### config.mk
export PLATFORM = sky130hd
export DESIGN_NAME = wsr_ram
export DESIGN_NICKNAME = d
export VERILOG_FILES = /design/src/hw/rtl/windowed_sma_rsi_engine_macros.svh /design/src/hw/rtl/wsr_ram.sv
export SDC_FILE = /design/constraint.sdc
export NUM_CORES = 1
export LEC_CHECK = 0
export ABC_AREA = 1
export BUFFER_PORTS_ARGS = -buffer_cell sky130_fd_sc_hd__buf_2
export CELL_PAD_IN_SITES_DETAIL_PLACEMENT = 1
export CELL_PAD_IN_SITES_GLOBAL_PLACEMENT = 2
export CORE_ASPECT_RATIO = 1.25
export CORE_MARGIN = 2
export CORE_UTILIZATION = 45
export CTS_BUF_LIST = sky130_fd_sc_hd__clkbuf_2
export DETAILED_ROUTE_END_ITERATION = 12
export MAX_ROUTING_LAYER = met4
export PLACE_DENSITY = 0.94
export REMOVE_ABC_BUFFERS = 1
export SYNTH_ARGS = -nofsm -noshare
export SYNTH_HDL_FRONTEND = slang
export SYNTH_SLANG_ARGS = --single-unit
export TNS_END_PERCENT = 1
### constraint.sdc
create_clock -name i_clk -period 2.5 [get_ports i_clk]
set_clock_uncertainty 0.2 [all_clocks]
set_input_delay 0.25 -clock i_clk [delete_from_list [all_inputs] [get_ports i_clk]]
set_output_delay 0.25 -clock i_clk [all_outputs]
set_load 0.01 [all_outputs]
### src/hw/rtl/windowed_sma_rsi_engine_macros.svh
// Assertion macros used by the top-level RTL file of the windowed SMA/RSI engine.
`ifndef WINDOWED_SMA_RSI_ENGINE_MACROS_SVH
`define WINDOWED_SMA_RSI_ENGINE_MACROS_SVH

// Same-cycle implication, clocked on i_clk, off during reset.
`define WSR_ASSERT_IMPL(label, ante, cons, msg) \
    label: assert property (@(posedge i_clk) disable iff (!i_rst_n) (ante) |-> (cons)) \
        else $error(msg);

// Next-cycle implication, clocked on i_clk, off during reset.
`define WSR_ASSERT_NEXT(label, ante, cons, msg) \
    label: assert property (@(posedge i_clk) disable iff (!i_rst_n) (ante) |=> (cons)) \
        else $error(msg);

`endif

### src/hw/rtl/wsr_ram.sv
// Generic single-write, single-read RAM with registered read data.
`timescale 1ns / 1ps
module wsr_ram #(
    parameter int WIDTH = 8,
    parameter int DEPTH = 16
) (
    input  logic                     i_clk,
    input  logic                     i_we,
    input  logic [$clog2(DEPTH)-1:0] i_waddr,
    input  logic [WIDTH-1:0]         i_wdata,
    input  logic [$clog2(DEPTH)-1:0] i_raddr,
    output logic [WIDTH-1:0]         o_rdata
);
    logic [WIDTH-1:0] r_mem [DEPTH];
    logic [WIDTH-1:0] r_rdata;

    always_ff @(posedge i_clk) begin
        if (i_we) begin
            r_mem[i_waddr] <= i_wdata;
        end
        r_rdata <= r_mem[i_raddr];
    end

    assign o_rdata = r_rdata;
endmodule

# [Word-level counts from Yosys, hierarchy flattened]
# Memory sizes are Yosys's and may differ from the RTL's. A register that Yosys moved wholly into a read port is not among the register bits.
# Index checks and enable logic that the tools add are counted.
# Widths: inputs -> output; s select.
[totals] register_bits=0 ram_bits=128 inputBits=18 output_inout_bits=8 word_cells=3 mem_count=1
[memory_table] memory="r_mem" words=16 width=8 rd=1 rd_ports_with_merged_regs=1 write_ports=1 line="wsr_ram.sv:14" source="logic [WIDTH-1:0] r_mem [DEPTH];"
[classes] muxes=2
[ops] cell="$mux 1" count=2

# [Depth between registers and ports, before layout]
[logic_depth] depth_word=2 ltp_mapped=8 depth_no_buf=7

# [Worst setup path before layout]
# Ideal clock, no wire load.
[synth_timing] path_type="input -> register" start="in i_waddr[2]" end="mem r_mem[10][0], enable pin" setup_time_ps=370 t_arrival_ps=831 required_time_ps=1930 slack_ps=1099 stages=2 path_buffers=0 path_cell_list="nand3b_1 nor2_1"
[synth_rtl] item="start: declaration" line="wsr_ram.sv:9" source="input logic [$clog2(DEPTH)-1:0] i_waddr,"
[synth_rtl] item="end: declaration" line="wsr_ram.sv:14"
# No word-level cell before the write port.

==> run_results.csv <==
group,metric,value,unit
status,status,"finished, final reports clean",
worst_setup_path,path_cells,"dlygate4sd3_1, buf_2, clkinvlp_4, nand3_1, nand3_1, dlygate4sd3_1, nand2_1, dlygate4sd3_1",
synthesis,synthTopCellsByArea,"edfxtp_1 (67%), nand2_1 (11%), nand3_1 (8.4%)",
drt,via_count,3887,
job,maxCapViolCount,0,
synthesis,synth.avg_cell_area,10.5,µm²
final_layout,nets,614,
global_routing,grt_use_met1,0.250,
timing,max-slew-margin-rel,0.441,
timing,rsz0062_at_grt,"false",
timing,fmax,0.413,GHz
clocking,cts_buffers,17,
worst_setup_path,cpMostUsedCell,"dlygate4sd3_1",
die,dieArea,13700,µm²
synthesis,yosysMostFrequentCell,"nand2_1",
die,io_pins,26,
final_layout,syn_to_final_growth,11.4,%
synthesis,synth_seq_cells,136,
global_routing,use_met2,0.411,
final_layout,drive_above_1_share,0.107,
worst_setup_path,crit_path_max_incr_delay,0.58,ns
global_routing,grt_pass1_vias,4100,
final_layout,fin_util,0.510,
drt,post-route-drc-count,0,
timing,finalHoldViolations,0,
clocking,clkTransAtPathRegs,0.19,ns
synthesis,synth-xor-area-share,0,
synthesis,synth-simple-area-share,0.210,
timing,setup_ws,0.0777,ns
worst_setup_path,cpMaxStageDelayCell,"dlygate4sd3_1",
synthesis,yosysUniqueCellTypes,12,
die,fp.dieW,105,µm
drt,postRouteAntennaNets,0,
clocking,clk_latency,0.69,ns
die,row_count,46,
clocking,cts_tree,"built",
timing,hold_ws,0.0646,ns
drt,drt_first_pass_iters,5,
drt,post_drt_via_cell_ratio,5.00,
timing,setup_viol,0,
synthesis,yosys.area.top_type,"edfxtp_1",
die,start_util,0.458,
synthesis,synth_cells,551,
synthesis,synth_fa_ha_area_frac,0,
clocking,htreeDepth,4,
pwr,power_density,656,nW/µm²
worst_setup_path,critPathArrivalTime,2.85,ns
worst_setup_path,critPathRequiredTime,2.93,ns
pwr,power_frac_comb,0.082,
pwr,peakVddDrop,0.329,mV
worst_setup_path,path_max_fanout,17,
placed_design,numPortBuffers,25,
placed_design,dp_slack,0.590,ns
worst_hold_path,holdCritPathClass,"in2reg",
synthesis,synth_top_family_by_area,"simple AND/OR/NAND/NOR gates",
global_routing,antenna_found_initial,1,
global_routing,grt_overflow,0,
drt,drt-initial-drc-count,201,
clocking,root_buffer,"clkbuf_2",
pwr,swShare,0.238,
timing,period_share,0.969,
global_routing,grt_use_total,0.229,
synthesis,ys_warn_count,0,
synthesis,synthMuxAreaShare,0,
synthesis,syn_area,5770,µm²
pwr,clkPwrFrac,0.309,
timing,slew_viol_final,0,
pwr,intPower,0.00321,W
placed_design,place.gp.congestion,0.857,
pwr,power,0.00421,W
synthesis,async_flop_share,0,
synthesis,synth_flop_cell,"edfxtp_1",
drt,wl_per_cell,18.6,µm
worst_setup_path,critical_path_class,"in2reg",
timing,tns,0,ns
worst_setup_path,start_kind,"primary input",
global_routing,grtUsageMet3,0.0501,
synthesis,synth-compound-area-share,0,
synthesis,synth_edf_count,128,
global_routing,top_usage_layer,"met2",
drt,postRouteWirelength,14.5,mm
die,die_h,131,µm
global_routing,grt_pass1_wl,22.3,mm
pwr,pwr-share-seq,0.608,
worst_setup_path,crit_path_end_kind,"flip-flop",
synthesis,seq_area_frac_synth,0.694,
placed_design,hpwl,9.21,mm
die,core_area,12600,µm²
timing,layout_min_cycle_time,2.42,ns
timing,worst_pin_slew,0.836,ns
pwr,p_leak,2.77,nW
global_routing,grt_max_degree,65,
clocking,cts_max_path_buffers,2,
clocking,cts_sinks,136,
synthesis,synth_top_area_frac,0.667,
pwr,switchingPower,0.00100,W
synthesis,netlist_top_cells_count,"nand2_1 (173), edfxtp_1 (128), inv_1 (100)",
[kinds of logic after synthesis]
logic type	Yosys count
and+or+nand+nor	289
buffers and inverters	126
DFF	136
[worst paths after layout]
check	from	end	slack, ns	cells after the start
max	i_raddr[2]	o_rdata[4]	0.08	8
min	i_raddr[0]	o_rdata[3]	0.06	7
max reg2reg	r_mem[13][4]	o_rdata[4]	0.14	8
min reg2reg	r_mem[6][7]	o_rdata[7]	0.53	6
[flip-flops by register name, summed over array words and instances, names as in the netlist]
name and count:
o_rdata 8, r_mem 128
[metal layers]
metal  share of wire  up-vias
li1                -     1865
met1            0.39     1896
met2            0.54       95
met3           0.038       31
met4           0.032        0
met5               0        -
[final cells by class]
type	count	area, µm²
fillers	1409	6180
flip-flops and latches	136	4000
multi-input cells	289	1210
inverters	102	387
repair buffers	50	370
well taps	168	210
clock inverters	11	130
clock buffers	21	105
diodes	1	2.50
[per-stage QoR]
step | cells | area [µm²]
3_5_place_dp | 725 | 5990
2_1_floorplan | 527 | 5600
3_3_place_gp | 725 | 5990
6_report | 778 | 6420
4_1_cts | 775 | 6400
5_1_grt | 778 | 6420
[repair_timing]
| item | in CTS | in global routing |
|---|---|---|
| resized for setup | 0 | 1 |
| buffers inserted | 0 | 2 |
| endpoints found under the setup margin | 0 | 1 |
| hold buffers | 18 | 0 |
| hold endpoints to repair | 178 | 0 |
[worst max-delay path: cells and delay by family]
kind | cells | cell delay [ns]
buffers and inverters | 5 | 2.30
and+or+nand+nor | 3 | 0.30
[layout by cell type, fill, tap and decap left out]
cell           netlist  final
buf_12               0      1
buf_2               13     25
buf_4                4      6
bufinv_16            0      3
clkbuf_2             0     21
clkinv_1             0      2
clkinv_2             0      5
clkinvlp_4           0      2
dfxtp_1              8      8
diode_2              0      1
dlygate4sd3_1        0     18
edfxtp_1           128    128
inv_1              100     99
inv_2                2      2
nand2_1            173    173
nand3_1             97     97
nand3b_1             2      2
nor2_1              17     17
[power groups by stage]
stage	Combinational (W)	Clock [W]	Sequential (W)
6_report	0.000347	0.00130	0.00256
5_1_grt	0.000381	0.00141	0.00257
4_1_cts	0.000345	0.00132	0.00256
3_5_place_dp	0.000319	0	0.00261
3_3_place_gp	0.000307	0	0.00261
2_1_floorplan	0.000138	0	0.00262
No activity file was read; power rests on OpenSTA's default activity.
