<file path="src/hw/rtl/windowed_sma_rsi_engine_macros.svh">
// Assertion macros used by the top-level RTL file of the windowed SMA/RSI engine.
`ifndef WINDOWED_SMA_RSI_ENGINE_MACROS_SVH
`define WINDOWED_SMA_RSI_ENGINE_MACROS_SVH

// Same-cycle implication, clocked on i_clk, off during reset.
`define WSR_ASSERT_IMPL(label, ante, cons, msg) \
    label: assert property (@(posedge i_clk) disable iff (!i_rst_n) (ante) |-> (cons)) \
        else $error(msg);

// Next-cycle implication, clocked on i_clk, off during reset.
`define WSR_ASSERT_NEXT(label, ante, cons, msg) \
    label: assert property (@(posedge i_clk) disable iff (!i_rst_n) (ante) |=> (cons)) \
        else $error(msg);

`endif

</file>
<file path="src/hw/rtl/wsr_div.sv">
// Restoring divider, one quotient bit per cycle.
`timescale 1ns / 1ps
module wsr_div #(
    parameter int DW = 46,
    parameter int VW = 33
) (
    input  logic          i_clk,
    input  logic          i_rst_n,
    input  logic          i_start,
    input  logic [DW-1:0] i_dividend,
    input  logic [VW-1:0] i_divisor,
    output logic          o_done,
    output logic [DW-1:0] o_quot
);
    localparam int CNTW = $clog2(DW + 1);

    logic [DW-1:0]   r_q;
    logic [VW-1:0]   r_rem;
    logic [VW-1:0]   r_dv;
    logic [CNTW-1:0] r_cnt;
    logic            r_done;
    logic [VW:0]     rem_sh;
    logic [VW:0]     diff;
    logic            ge;

    always_comb begin
        rem_sh = {r_rem, r_q[DW-1]};
        diff   = rem_sh - {1'b0, r_dv};
        ge     = (rem_sh >= {1'b0, r_dv});
    end

    always_ff @(posedge i_clk) begin
        if (!i_rst_n) begin
            r_cnt  <= '0;
            r_done <= 1'b0;
        end else begin
            r_done <= (r_cnt == CNTW'(1)) && !i_start;
            if (i_start) begin
                r_cnt <= CNTW'(DW);
            end else if (r_cnt != '0) begin
                r_cnt <= r_cnt - CNTW'(1);
            end
        end
    end

    always_ff @(posedge i_clk) begin
        if (i_start) begin
            r_q   <= i_dividend;
            r_rem <= '0;
            r_dv  <= i_divisor;
        end else if (r_cnt != '0) begin
            r_rem <= ge ? diff[VW-1:0] : rem_sh[VW-1:0];
            r_q   <= {r_q[DW-2:0], ge};
        end
    end

    assign o_done = r_done;
    assign o_quot = r_q;
endmodule
</file>
<file path="config.mk">
export PLATFORM = sky130hd
export DESIGN_NAME = wsr_div
export DESIGN_NICKNAME = d
export VERILOG_FILES = /design/src/hw/rtl/windowed_sma_rsi_engine_macros.svh /design/src/hw/rtl/wsr_div.sv
export SDC_FILE = /design/constraint.sdc
export NUM_CORES = 1
export LEC_CHECK = 0
export BUFFER_PORTS_ARGS = -buffer_cell sky130_fd_sc_hd__buf_2
export CORE_UTILIZATION = 56
export DETAILED_ROUTE_END_ITERATION = 8
export PLACE_DENSITY = 0.79
export REMOVE_ABC_BUFFERS = 1
export SLEW_MARGIN = 40
export SYNTH_ARGS = -nofsm -noshare
export SYNTH_HDL_FRONTEND = slang
export SYNTH_SLANG_ARGS = --single-unit
export TNS_END_PERCENT = 5
</file>
<file path="constraint.sdc">
create_clock -name i_clk -period 3.4 [get_ports i_clk]
set_input_delay 0.17 -clock i_clk [delete_from_list [all_inputs] [get_ports i_clk]]
set_output_delay 0.17 -clock i_clk [all_outputs]
set_load 0.01 [all_outputs]
</file>
== Word level (Yosys, flattened, before mapping) ==
Cells that the tools add are included.

* Bits of input ports: 82
* Word-level logic and storage cells: 21
* Bits in registers: 119
* Memory bits (writable): 0
* Memories: 0
* Bits in read-only memories: 0
* Bits in latches: 0

* Bitwise operators: 1
* Mux-type cells: 5
* Add/sub/neg operators: 2
* Divide/modulo/power cells: 0
* Reductions and logical operators: 5
* Multipliers: 0
* Equality and inequality tests: 1
* Shifts and indexed selects: 0
* Order comparisons: 1

{| class="wikitable"
|+ Operators by type and width
! cell !! count
|-
| 46-bit two-way mux || 2
|-
| 34-bit by 33-bit greater-or-equal comparator with 1-bit output || 1
|-
| 33-bit two-way mux || 1
|-
| 33-bit subtractor || 1
|-
| 6-bit two-way mux || 2
|-
| 6-bit by 1-bit == test with 1-bit output (second input constant) || 1
|-
| 6-bit nonzero test || 1
|-
| 6-bit by 1-bit subtractor with 6-bit output (second input constant) || 1
|-
| 2-bit nonzero test || 1
|-
| 2-bit OR reduction || 1
|-
| 1-bit logical AND || 1
|-
| 1-bit logical NOT || 1
|-
| 1-bit inverter || 1
|}

== Longest topological paths before layout ==
* Depth in word-level cells: 3
* Depth in mapped cells: 13

== Worst setup path after synthesis ==
Ideal clock, no wire load.

* Kind: reg2reg
* Start: register r_q[45] (netlist: o_quot[45])
* End: register r_q[0] (netlist: o_quot[0]) (data pin)
* Path slack: 340 ps
* Clock period less this slack: 3060 ps
* Library setup time: 260 ps
* Cell stages (with the launch flop): 13
* Arrival time: 2800 ps
* Path through: edfxtp_1 > inv_1 > ha_1 > inv_1 > fa_1 > a21o_1 > a311o_1 > a211o_1 > and3_4 > o21ai_1 > nand2_2 > buf_2 > mux2_2

* Longest elaborated chain between the ends: 3

{| class="wikitable"
|+ RTL lines
! what !! line !! text
|-
| from (decl) || wsr_div.sv:17 || <nowiki>logic [DW-1:0] r_q;</nowiki>
|-
| from (signal assigned) || wsr_div.sv:48 || <nowiki>r_q <= i_dividend;</nowiki>
|-
| from (signal assigned) || wsr_div.sv:53 || <nowiki>r_q <= {r_q[DW-2:0], ge};</nowiki>
|-
| 34-bit by 33-bit greater-or-equal comparator with 1-bit output || wsr_div.sv:29 || <nowiki>ge = (rem_sh >= {1'b0, r_dv});</nowiki>
|-
| 46-bit two-way mux || wsr_div.sv:51 || <nowiki>end else if (r_cnt != '0) begin</nowiki>
|-
| 46-bit two-way mux || wsr_div.sv:47 || <nowiki>if (i_start) begin</nowiki>
|}

No other way between the ends. The select of a mux whose other input is x is not followed.
A chain may end at the register's enable or synchronous reset.

== Worst setup path in the final report ==
* Start: register r_q[45] (netlist: o_quot[45])
* End: register r_rem[30]

* Longest elaborated chain between the ends: 2

{| class="wikitable"
|+ RTL lines
! what !! line !! text
|-
| 33-bit subtractor or 34-bit by 33-bit greater-or-equal comparator with 1-bit output (tied branches) || wsr_div.sv:28, wsr_div.sv:29 ||
|-
| 33-bit two-way mux * || wsr_div.sv:52 || <nowiki>r_rem <= ge ? diff[VW-1:0] : rem_sh[VW-1:0];</nowiki>
|-
| to (signal assigned) || wsr_div.sv:52 ||
|-
| to (decl) || wsr_div.sv:18 || <nowiki>logic [VW-1:0] r_rem;</nowiki>
|}

Mark *: on every way between the ends. The rest lies on a longest branch, timed or not.

==> impl_metrics.tcl <==
set metrics [dict create \
    cts_max_path_buffers 2 \
    synth_mux_area_share_pct 8.035 \
    cts_root_buffer "clkbuf_16" \
    ant_nets 0 \
    fill_cells 874 \
    fin_nets 942 \
    tns_ps 0 \
    startpoint_type "flip-flop" \
    area_delta_synth_final_pct 23.47 \
    dieArea_um2 12850 \
    yosysSeqAreaShare_pct 45.69 \
    cts_tree "yes" \
    place.port_buffers 128 \
    skew_ps 10.40 \
    ys_top_cells_by_count "79 x edfxtp_1, 74 x nand2_1, 50 x inv_1" \
    ys_seq_elements 119 \
    critPathRequiredTime_ps 3770 \
    cts_sinks 119 \
    synthArstFlopShare_pct 0 \
    layout-drive-gt1-share_pct 29.63 \
    yosysTopAreaCell "edfxtp_1" \
    die_h_um 113.4 \
    synth_xor_xnor_area_share_pct 3.026 \
    cts_buffers 17 \
    drt-pass1-iter-count 4 \
    dp_hpwl_um 11040 \
    final_hold_viol_count 0 \
    sw_frac_of_total_pct 37.84 \
    worst_hold_path_type "in2reg" \
    p_clk_share_pct 25.9 \
    yosys.cell_count.top_type "edfxtp_1" \
    maxCapViolCount 0 \
    slew_headroom_pct 50.68 \
    drc_errors 0 \
    die_x_um 113.4 \
    grt-ovfl-total 0 \
    critPathCaptureType "flip-flop" \
    drt_wl_total_um 16380 \
    syn_area_um2 6945 \
    fmax_ghz 0.3104 \
    avgViaCountPerCell 5.647 \
    worst_pin_slew_ps 732.1 \
    grt_antenna_before_repair 0 \
    post-synth-top-area-fraction_pct 34.16 \
    yosys.area_share.adder_pct 6.593 \
    drt_iter0_drc 377 \
    grt_pass1_vias 5752 \
    synth.area.top_cells "edfxtp_1 34%, dfxtp_1 12%, mux2_2 7.5%, ha_1 6.3%, a311oi_2 4.8%" \
    p_int_uw 4037 \
    comb_power_share_pct 42.1 \
    synth_simple_gate_area_share_pct 12.65 \
    drv_slew 0 \
    setup-violations-final 0 \
    start_util_pct 57.58 \
    core_um2 12060 \
    p_total_uw 6496 \
    path_class "reg2reg" \
    cp.arrival_ps 3590 \
    status "completed" \
    synth_edf_count 79 \
    clock_latency_ps 420 \
    synth_warnings 0 \
    gp_congestion 0.9022 \
    p_leak_uw 0.003690 \
    grt_use_total_pct 26.79 \
    num_antenna_cells 0 \
    p_seq_share_pct 31.9 \
    htreeDepth 4 \
    wl_per_cell_um 16.30 \
    synth.distinct_cells 67 \
    power_density_nw_per_um2 757.4 \
    rsz0062_at_grt "no" \
    regArea_um2 3173 \
    clkSlewWorstSetupHoldPaths_ps 60 \
    multi_input_area_um2 3412 \
    power.switching_uw 2458 \
    fin_crit_ps 3222 \
    synth-compound-area-share_pct 18.79 \
    synthFlopType "edfxtp_1" \
    syn_inst 665 \
    ioPinCount 129 \
    grt_pass1_wl_um 26770 \
    num_vias 5675 \
    rows 40 \
    crit_fanout 12 \
    synth_area_per_cell_um2 10.44 \
    fin_crit_sh_pct 94.76 \
    synth_top_family_by_area "compound AO/OA/AOI/OAI gates" \
    peakVddDrop_mv 0.4960 \
    grt_max_degree 109 \
]
## registers in the layout, indices dropped and copies added, names as in the netlist
name / count
r_rem: 33
o_done: 1
r_cnt: 6
o_quot: 46
r_dv: 33
## path summary, 6_finish.rpt
kind,cells after the start,slack [ps],from,end
worst max-delay path,13,180,o_quot[45],r_rem[30]
worst min-delay path,2,30,i_rst_n,r_cnt[2]
worst max register to register,13,180,o_quot[45],r_rem[30]
worst min register to register,2,470,r_cnt[4],r_cnt[4]
## stage by stage
| stage | instance area, µm² | hold slack, ps | worst slack, ps | cells | util, % |
|---|---|---|---|---|---|
| after floorplan | 6770 | 234.6 | 218.2 | 637 | - |
| after global placement | 7691 | 347.7 | 297.4 | 940 | 63.77 |
| after detailed placement | 7691 | 348.2 | 222.2 | 940 | 63.77 |
| after CTS | 8576 | 21.95 | 201.6 | 1005 | 71.10 |
| after global routing | 8576 | 34.91 | 13.64 | 1005 | 71.10 |
| final | 8576 | 28.25 | 178.3 | 1005 | 71.10 |
## cell usage in the layout, fill, tap and decap left out, drive strengths merged, types with 9 or more instances in the layout
cell type and n:
a21o 15, a21oi 49, a311oi 23, and3 9, buf 135, clkbuf 21
dfxtp 40, dlygate4sd3 33, edfxtp 79, ha 35, inv 51, mux2 46
nand2 77, nand3 11, nor2 49, o21ai 26, xnor2 17
## area by class of cell
type / instances / share of cell area (%)
Clock buffer: 21 / 5.252
Timing Repair Buffer: 168 / 12.11
Sequential cell: 119 / 37.00
Multi-Input combinational cell: 468 / 39.79
Inverter: 50 / 2.189
Clock inverter: 11 / 1.211
Tap cell: 168 / 2.451
## power groups by stage
stage	logic, µW	clock network, µW	registers [µW]
finish	2730	1690	2080
global route	3010	1760	2110
CTS	2710	1700	2070
detailed placement	2640	0	2090
global placement	2570	0	2080
floorplan	1940	0	2090
## critical path, stage by stage (launching register included)
cell      delay (ps)
edfxtp_1         410
inv_1             80
ha_1             150
inv_1             60
fa_1             400
a21o_1           230
a311o_1          380
a211o_1          290
and3_4           190
o21ai_1          180
nand2_2          210
buf_4            230
a311oi_1         230
a31o_1           130
## cells by family (layout without fill, tap and decap cells)
kind of cell / after synthesis / count (layout)
xor+xnor: 24 / 24
flops: 119 / 119
simple gates: 188 / 188
mux: 50 / 50
buf+inv: 78 / 250
compound gates: 170 / 170
fa+ha+maj: 36 / 36
## what timing repair did
action,4_1_cts,5_1_grt
resized for setup,0,0
hold buffers,33,0
hold endpoints to repair,33,0
buffers inserted,0,0
## layer usage
metal | share of wire (%) | vias to the layer above | track usage (%)
met5 | 0 | - | 0
met4 | 2.1 | 0 | 11.05
met3 | 6.2 | 35 | 7.659
met2 | 49 | 196 | 46.26
met1 | 43 | 2683 | 31.27
li1 | - | 2761 | -
Power figures use the tool's default switching activity.
